$ cat src/design/lut2_tree_network_infer_macros.svh
// Assertion macros shared by the lookup-gate network RTL.
// Every macro samples on i_clk and is disabled while i_rst_n is low.
`ifndef LUT2_TREE_NETWORK_INFER_MACROS_SVH
`define LUT2_TREE_NETWORK_INFER_MACROS_SVH

// The consequent must hold in the same cycle as the antecedent.
`define LUT2TN_ASSERT_IMP(label, ante, cons, msg) \
    label: assert property (@(posedge i_clk) disable iff (!i_rst_n) (ante) |-> (cons)) \
        else $error(msg);

// The consequent must hold in the cycle after the antecedent.
`define LUT2TN_ASSERT_NXT(label, ante, cons, msg) \
    label: assert property (@(posedge i_clk) disable iff (!i_rst_n) (ante) |=> (cons)) \
        else $error(msg);

`endif

$ cat src/design/lut2tn_pkg.sv
// Package for the lookup-gate network: beat layout, operation codes and
// elaboration-time helpers for the gate numbering. No dependencies.
`timescale 1ns / 1ps

package lut2tn_pkg;

    // Field widths of one input beat and one result beat.
    localparam int OP_W      = 1;
    localparam int GATE_W    = 7;
    localparam int TT_W      = 4;
    localparam int INBITS_W  = 8;
    localparam int OUTBITS_W = 4;

    // Stream data widths, padded to whole bytes.
    localparam int IN_USED_W   = GATE_W + TT_W + INBITS_W;
    localparam int IN_TDATA_W  = ((IN_USED_W + 7) / 8) * 8;
    localparam int OUT_TDATA_W = ((OUTBITS_W + 7) / 8) * 8;

    // Operation codes carried in tuser.
    localparam logic [OP_W-1:0] OP_LOAD  = 1'b0;
    localparam logic [OP_W-1:0] OP_INFER = 1'b1;

    // Input beat payload, last field in the lowest bits.
    typedef struct packed {
        logic [INBITS_W-1:0] input_bits;
        logic [TT_W-1:0]     truth_table;
        logic [GATE_W-1:0]   gate_index;
    } t_in_beat;

    // Number of tree levels over n leaves; an odd last value is dropped.
    function automatic int f_levels(input int n);
        int c;
        c = 0;
        for (int m = 1; m < 32; m++) begin
            if ((n >> m) > 0) begin
                c = c + 1;
            end
        end
        return c;
    endfunction

    // Index of the first gate of level l inside one tree over n leaves.
    function automatic int f_lvl_off(input int n, input int l);
        int s;
        s = 0;
        for (int m = 0; m < 32; m++) begin
            if (m < l) begin
                s = s + (n >> (m + 1));
            end
        end
        return s;
    endfunction

    // Gates in one whole tree over n leaves.
    function automatic int f_tree_gates(input int n);
        return f_lvl_off(n, f_levels(n));
    endfunction

endpackage

$ cat src/design/lut2_tree_network_infer.sv
// Top level of the two-layer lookup-gate network: truth-table register file,
// both gate layers and the stream handshake. Depends on lut2tn_pkg and the
// assertion macro header.
//
// Channel  Dir  Signals                          Contents (lowest bit first)
// -------  ---  -------------------------------  ---------------------------------------
// s        in   s_tvalid s_tready s_tdata s_tuser  tuser: operation; tdata: gate, table, bits
// m        out  m_tvalid m_tready m_tdata          tdata: output_bits
//
// One beat is accepted per cycle unless an infer beat waits for room in the result
// register; an infer result passes the input register, then the result register.
// The whole network evaluates combinationally between those two registers.
// Reset clears the handshake state only; truth tables hold nothing until loaded.
// A stalled result holds in the result register while loads still proceed.
`timescale 1ns / 1ps
`include "lut2_tree_network_infer_macros.svh"

module lut2_tree_network_infer
    import lut2tn_pkg::*;
#(
    parameter int IN_WIDTH     = 8,
    parameter int HIDDEN_WIDTH = 8,
    parameter int OUT_WIDTH    = 4
) (
    input  logic                   i_clk,
    input  logic                   i_rst_n,
    input  logic                   s_tvalid,
    output logic                   s_tready,
    // tdata: gate_index[6:0], truth_table[10:7], input_bits[18:11], zero pad
    input  logic [IN_TDATA_W-1:0]  s_tdata,
    // tuser: operation[0]
    input  logic [OP_W-1:0]        s_tuser,
    output logic                   m_tvalid,
    input  logic                   m_tready,
    // tdata: output_bits[3:0], zero pad
    output logic [OUT_TDATA_W-1:0] m_tdata
);

    // Gate numbering and register file geometry.
    localparam int L1         = f_levels(IN_WIDTH);
    localparam int L2         = f_levels(HIDDEN_WIDTH);
    localparam int T1         = f_tree_gates(IN_WIDTH);
    localparam int T2         = f_tree_gates(HIDDEN_WIDTH);
    localparam int BASE2      = HIDDEN_WIDTH * T1;
    localparam int GATE_COUNT = BASE2 + OUT_WIDTH * T2;
    localparam int IDX_W      = (GATE_COUNT > 1) ? $clog2(GATE_COUNT) : 1;
    localparam int GIX_W      = ((IDX_W > GATE_W) ? IDX_W : GATE_W) + 1;

    t_in_beat w_beat;

    logic                r_in_valid;
    logic [OP_W-1:0]     r_op;
    logic [GATE_W-1:0]   r_gate;
    logic [TT_W-1:0]     r_tt;
    logic [INBITS_W-1:0] r_bits;

    logic                 r_out_valid;
    logic [OUTBITS_W-1:0] r_out_bits;
    logic [OUTBITS_W-1:0] n_out_bits;

    logic [TT_W-1:0] r_tables [GATE_COUNT];

    logic             w_out_free;
    logic             w_in_move;
    logic             w_load_hit;
    logic [GIX_W-1:0] w_gate_ext;

    logic [IN_WIDTH-1:0]     w_in_vec;
    logic [HIDDEN_WIDTH-1:0] w_hidden;
    logic [OUT_WIDTH-1:0]    w_outs;

    assign w_beat = t_in_beat'(s_tdata[IN_USED_W-1:0]);

    // Handshake: a load never waits on the result side, an infer needs room there.
    assign w_out_free = !r_out_valid || m_tready;
    assign w_in_move  = r_in_valid && ((r_op == OP_LOAD) || w_out_free);
    assign s_tready   = !r_in_valid || w_in_move;

    // Input register.
    always_ff @(posedge i_clk) begin
        if (!i_rst_n) begin
            r_in_valid <= 1'b0;
        end else if (s_tready) begin
            r_in_valid <= s_tvalid;
        end
        if (s_tvalid && s_tready) begin
            r_op   <= s_tuser;
            r_gate <= w_beat.gate_index;
            r_tt   <= w_beat.truth_table;
            r_bits <= w_beat.input_bits;
        end
    end

    // Truth-table writes; an index past the last gate is dropped.
    assign w_gate_ext = GIX_W'(r_gate);
    assign w_load_hit = w_in_move && (r_op == OP_LOAD) &&
                        (w_gate_ext < GIX_W'(GATE_COUNT));

    always_ff @(posedge i_clk) begin
        if (w_load_hit) begin
            r_tables[w_gate_ext[IDX_W-1:0]] <= r_tt;
        end
    end

    // Network inputs beyond the field width read as zero.
    for (genvar i = 0; i < IN_WIDTH; i++) begin : g_in
        if (i < INBITS_W) begin : g_bit
            assign w_in_vec[i] = r_bits[i];
        end else begin : g_zero
            assign w_in_vec[i] = 1'b0;
        end
    end

    // Layer one: one gate tree over all inputs for each hidden output.
    for (genvar j = 0; j < HIDDEN_WIDTH; j++) begin : g_h
        logic [IN_WIDTH-1:0] w_lvl [L1+1];
        assign w_lvl[0] = w_in_vec;
        for (genvar l = 0; l < L1; l++) begin : g_l
            for (genvar k = 0; k < IN_WIDTH; k++) begin : g_k
                if (k < (IN_WIDTH >> (l + 1))) begin : g_gate
                    localparam logic [IDX_W-1:0] G =
                        IDX_W'(j * T1 + f_lvl_off(IN_WIDTH, l) + k);
                    assign w_lvl[l+1][k] = r_tables[G][{w_lvl[l][2*k], w_lvl[l][2*k+1]}];
                end else begin : g_zero
                    assign w_lvl[l+1][k] = 1'b0;
                end
            end
        end
        assign w_hidden[j] = w_lvl[L1][0];
    end

    // Layer two: one gate tree over all hidden values for each output.
    for (genvar j = 0; j < OUT_WIDTH; j++) begin : g_o
        logic [HIDDEN_WIDTH-1:0] w_lvl [L2+1];
        assign w_lvl[0] = w_hidden;
        for (genvar l = 0; l < L2; l++) begin : g_l
            for (genvar k = 0; k < HIDDEN_WIDTH; k++) begin : g_k
                if (k < (HIDDEN_WIDTH >> (l + 1))) begin : g_gate
                    localparam logic [IDX_W-1:0] G =
                        IDX_W'(BASE2 + j * T2 + f_lvl_off(HIDDEN_WIDTH, l) + k);
                    assign w_lvl[l+1][k] = r_tables[G][{w_lvl[l][2*k], w_lvl[l][2*k+1]}];
                end else begin : g_zero
                    assign w_lvl[l+1][k] = 1'b0;
                end
            end
        end
        assign w_outs[j] = w_lvl[L2][0];
    end

    // Outputs beyond the result field are masked; missing ones read as zero.
    for (genvar j = 0; j < OUTBITS_W; j++) begin : g_res
        if (j < OUT_WIDTH) begin : g_bit
            assign n_out_bits[j] = w_outs[j];
        end else begin : g_zero
            assign n_out_bits[j] = 1'b0;
        end
    end

    // Result register; it only advances when empty or being taken.
    always_ff @(posedge i_clk) begin
        if (!i_rst_n) begin
            r_out_valid <= 1'b0;
        end else if (w_out_free) begin
            r_out_valid <= w_in_move && (r_op == OP_INFER);
        end
        if (w_out_free && w_in_move && (r_op == OP_INFER)) begin
            r_out_bits <= n_out_bits;
        end
    end

    assign m_tvalid = r_out_valid;
    assign m_tdata  = OUT_TDATA_W'(r_out_bits);

    // Checks on the pipeline control.
    `LUT2TN_ASSERT_IMP(a_load_never_stalls, r_in_valid && (r_op == OP_LOAD), w_in_move, "load beat stalled")
    `LUT2TN_ASSERT_NXT(a_infer_fills_result, w_in_move && (r_op == OP_INFER), r_out_valid, "infer beat lost")
    `LUT2TN_ASSERT_IMP(a_result_from_infer, $rose(r_out_valid), $past(w_in_move && (r_op == OP_INFER)), "result without infer")
    `LUT2TN_ASSERT_IMP(a_ready_when_empty, !r_in_valid, s_tready, "empty input stage not ready")

endmodule

$ cat config.mk
export PLATFORM = sky130hd
export DESIGN_NAME = lut2_tree_network_infer
export DESIGN_NICKNAME = d
export VERILOG_FILES = /design/src/design/lut2tn_pkg.sv /design/src/design/lut2_tree_network_infer.sv
export VERILOG_INCLUDE_DIRS = /design/src /design/src/design
export SDC_FILE = /design/constraint.sdc
export NUM_CORES = 1
export LEC_CHECK = 0
export BUFFER_PORTS_ARGS = -buffer_cell sky130_fd_sc_hd__buf_2
export CORE_MARGIN = 4
export CORE_UTILIZATION = 65
export DETAILED_ROUTE_END_ITERATION = 10
export PLACE_DENSITY_LB_ADDON = 0.1
export SETUP_SLACK_MARGIN = 0.15
export SKIP_LAST_GASP = 1
export SLEW_MARGIN = 20
export SYNTH_ARGS = -nofsm -noshare
export SYNTH_HDL_FRONTEND = slang
export SYNTH_SLANG_ARGS = --single-unit
$ cat constraint.sdc
create_clock -name i_clk -period 6.1 [get_ports i_clk]
set_clock_uncertainty 0.05 [all_clocks]
set_input_delay 1.525 -clock i_clk [delete_from_list [all_inputs] [get_ports i_clk]]
set_output_delay 1.525 -clock i_clk [all_outputs]
set_load 0.02 [all_outputs]
==> results.cfg <==
[run_status]
outcome = finished clean

[layout]
drive_above_1_share_pct = 16.40
area_delta_synth_final_pct = 10.97
layout.nets = 806
num_antenna_cells = 0
final_common_cell = edfxtp_1
fin_cells = 1074
final_cell_mix = edfxtp_1 (360), mux2i_1 (102), nor2_1 (91), clkbuf_16 (37), buf_2 (29)

[pwr]
vdd_drop_max_v = 0.0003537
cellPowerDensity_mw_per_mm2 = 321.6
cellLeakagePower_nw = 5.096

[clock_network]
cts_tree = done
worstSkewPairLatency_ns = 0.51
cts_buffer_depth = 3
cts_max_level = 2
cts-buffers-inserted = 36
cts_root_buffer = clkbuf_16
worst_setup_hold_path_clk_slew_ns = 0.06
cts_num_sinks = 362
post-cts-setup-buffers = 0
cts-resized-gates = 0
cts_hold_buffers = 0

[global_route]
grt-ovfl-total = 0
grt_start_max_net_pins = 81
groute.usage.overall_pct = 22.01
grt_first_pass_wirelength_mm = 39.29
first_global_vias = 6926
antenna_found_initial = 0

[worst_setup_path]
critPathMaxStageDelay_ns = 0.72
required_ns = 6.29
worstReg2RegStart = r_bits[1]$_DFFE_PP_
cpMaxStageDelayCell = edfxtp_1
crit-reg2reg-capture = r_out_bits[3]$_DFFE_PP_
critPathTopFamily = multiplexers
setup.worst_path.end_class = flip-flop
ff2ff_path_depth = 10
r2r_setup_slack_ns = 1.89
crit_arrival_ns = 4.40
critical_path_buf_inv_count = 0
path_common_cell = mux2i_1
timing_worst_setup_path_type = reg -> reg
worstPathCellList = mux4_1 > nor2b_1 > a211oi_1 > a21oi_1 > mux2i_1 > a21oi_1 > mux2i_1 > mux2i_4 > mux2i_1 > mux2i_1
crit_path_max_fanout = 8
startpoint_type = flip-flop

[timing]
final.period_utilization_pct = 69.01
slew_headroom_pct = 31.46
grt_setup_unrepaired = false
final_max_slew_viol_count = 0
final-setup-viol-count = 0
tightestPinTransition_ns = 1.025
final.min_clock_period_ns = 4.210
achievable-frequency_mhz = 237.5
hold_violations = 0
fin_setup_tns_ns = 0

[synth]
synth_sequential_area_ratio_pct = 77.97
number_of_enable_type_register_cells_in_the_synthesized_netlist = 360
area_of_the_mapped_netlist_sq_mm = 0.01392
synth_area_leader = edfxtp_1
synth.area.top_cells = edfxtp_1 (78%), mux2i_1 (7.3%), mux4_2 (4.0%), nor2_1 (2.5%), mux2i_4 (1.1%)
avgSynthCellArea_sq_um = 19.38
ys_async_sr_fraction_pct = 0
synth_flop_cell = edfxtp_1
post-synth-top-area-fraction_pct = 77.68
netlist_instances = 718
yosys_register_bits = 362
synth-warning-count = 0
count_of_different_cell_masters_after_synthesis = 30

[placement]
dpl.cell_count = 1014
place.port_buffers = 29
place.gp.congestion = 0.7357
detailedPlacementHpwl_mm = 14.86

[floorplanning]
fp.coreArea_sq_mm = 0.02102
chipHeight_microns = 154.3
start_util_pct = 66.20
die_area_sq_mm = 0.02381
io_pins = 39
floorplan.rows = 53
die_width_microns = 154.3

[run]
cap_viol_max_count = 0

[detailed_routing]
route.antenna.remaining_nets = 0
average_wire_per_standard_cell_microns = 23.75
detail_route.first_pass.iterations = 5
detailedRoute.firstIterationViolations = 596
num_vias = 6606
remaining_drc_errors = 0
drt-vias-per-instance = 6.151
finalWirelength_mm = 25.50

[min_path]
hold_wc_startpoint = r_tt[1]$_DFFE_PP_
number_of_stages_on_the_worst_hold_path = 0
hold_end = r_tables[59][1]$_DFFE_PP_
worstHoldPathType = reg -> reg
## layout make-up
type / count / area [sq um]
clock buffers: 43 / 948.4
clock inverters: 17 / 122.6
fillers: 1186 / 5579
inverters: 3 / 11.26
multi-input cells: 338 / 2968
flip-flops and latches: 362 / 10850
well taps: 275 / 344.1
repair buffers: 36 / 197.7
## cell families (layout without fill, tap and decap cells)
| kind of cell | count (synthesis) | after routing | share of synthesized area [%] |
|---|---|---|---|
| AND/OR/NAND/NOR | 137 | 137 | 4.217 |
| other | 1 | 4 | 0.02695 |
| AO/OA/AOI/OAI | 37 | 37 | 1.609 |
| flip-flops | 362 | 362 | 77.97 |
| multiplexers | 160 | 160 | 15.35 |
| buffers and inverters | 21 | 99 | 0.8271 |
## sequential cells by signal, indices dropped and copies added, names as in the netlist
name,count
r_tables,336
r_bits,8
r_gate,7
r_out_bits,4
r_tt,4
m_tvalid,1
r_in_valid,1
r_op,1
## synthesized netlist by cell type (3+ instances only)
| library cell | instances |
|---|---|
| edfxtp_1 | 360 |
| mux2i_1 | 102 |
| nor2_1 | 91 |
| mux4_2 | 25 |
| nor2b_1 | 19 |
| nand2_1 | 17 |
| a21oi_1 | 16 |
| a211oi_1 | 13 |
| mux2i_2 | 8 |
| mux2_2 | 7 |
| mux2i_4 | 7 |
| clkbuf_1 | 6 |
| nand3_1 | 5 |
| nand3b_1 | 5 |
| o21ai_0 | 5 |
| buf_4 | 4 |
| mux2_1 | 4 |
| mux4_1 | 4 |
| buf_2 | 3 |
| inv_1 | 3 |
## worst max path at each step
stage | start | to | slack [ns] | cells after the start
floorplan | m_tready | s_tready | 2.58 | 2
global placement | r_bits[1]$_DFFE_PP_ | r_out_bits[3]$_DFFE_PP_ | 1.94 | 10
detailed placement | r_bits[1]$_DFFE_PP_ | r_out_bits[3]$_DFFE_PP_ | 1.81 | 10
CTS | r_bits[1]$_DFFE_PP_ | r_out_bits[0]$_DFFE_PP_ | 1.80 | 10
global route | r_bits[1]$_DFFE_PP_ | r_out_bits[0]$_DFFE_PP_ | 1.58 | 10
finish | r_bits[1]$_DFFE_PP_ | r_out_bits[3]$_DFFE_PP_ | 1.89 | 10
## per-stage QoR
stage | hold WS, ns | area (sq um) | utilization (%) | worst slack (ns) | total power [mW]
finish | 0.5066 | 15440 | 73.46 | 1.890 | 4.966
CTS | 0.5166 | 15440 | 73.46 | 1.799 | 5.000
detailed placement | 0.5026 | 14370 | 68.37 | 1.808 | 3.002
global placement | 0.4748 | 14370 | 68.37 | 1.944 | 2.998
floorplan | 0.4793 | 13930 | - | 2.580 | 2.942
global route | 0.5312 | 15440 | 73.46 | 1.577 | 5.126
## layer usage
| layer | vias up | share of wire (%) | global-route usage [%] |
|---|---|---|---|
| met3 | 51 | 5.2 | 3.945 |
| li1 | 2939 | - | - |
| met4 | 0 | 2.7 | 7.275 |
| met2 | 218 | 51 | 36.73 |
| met1 | 3398 | 41 | 30.07 |
| met5 | - | 0 | 0 |
## where the power goes
group	switching, mW	leakage, nW	internal, mW
Combinational	0.109	1.30	0.0713
Clock	0.835	0.527	1.18
Sequential	0.0207	3.27	2.75
Total	0.964	5.10	4.00
(Power assumes the default switching activity.)
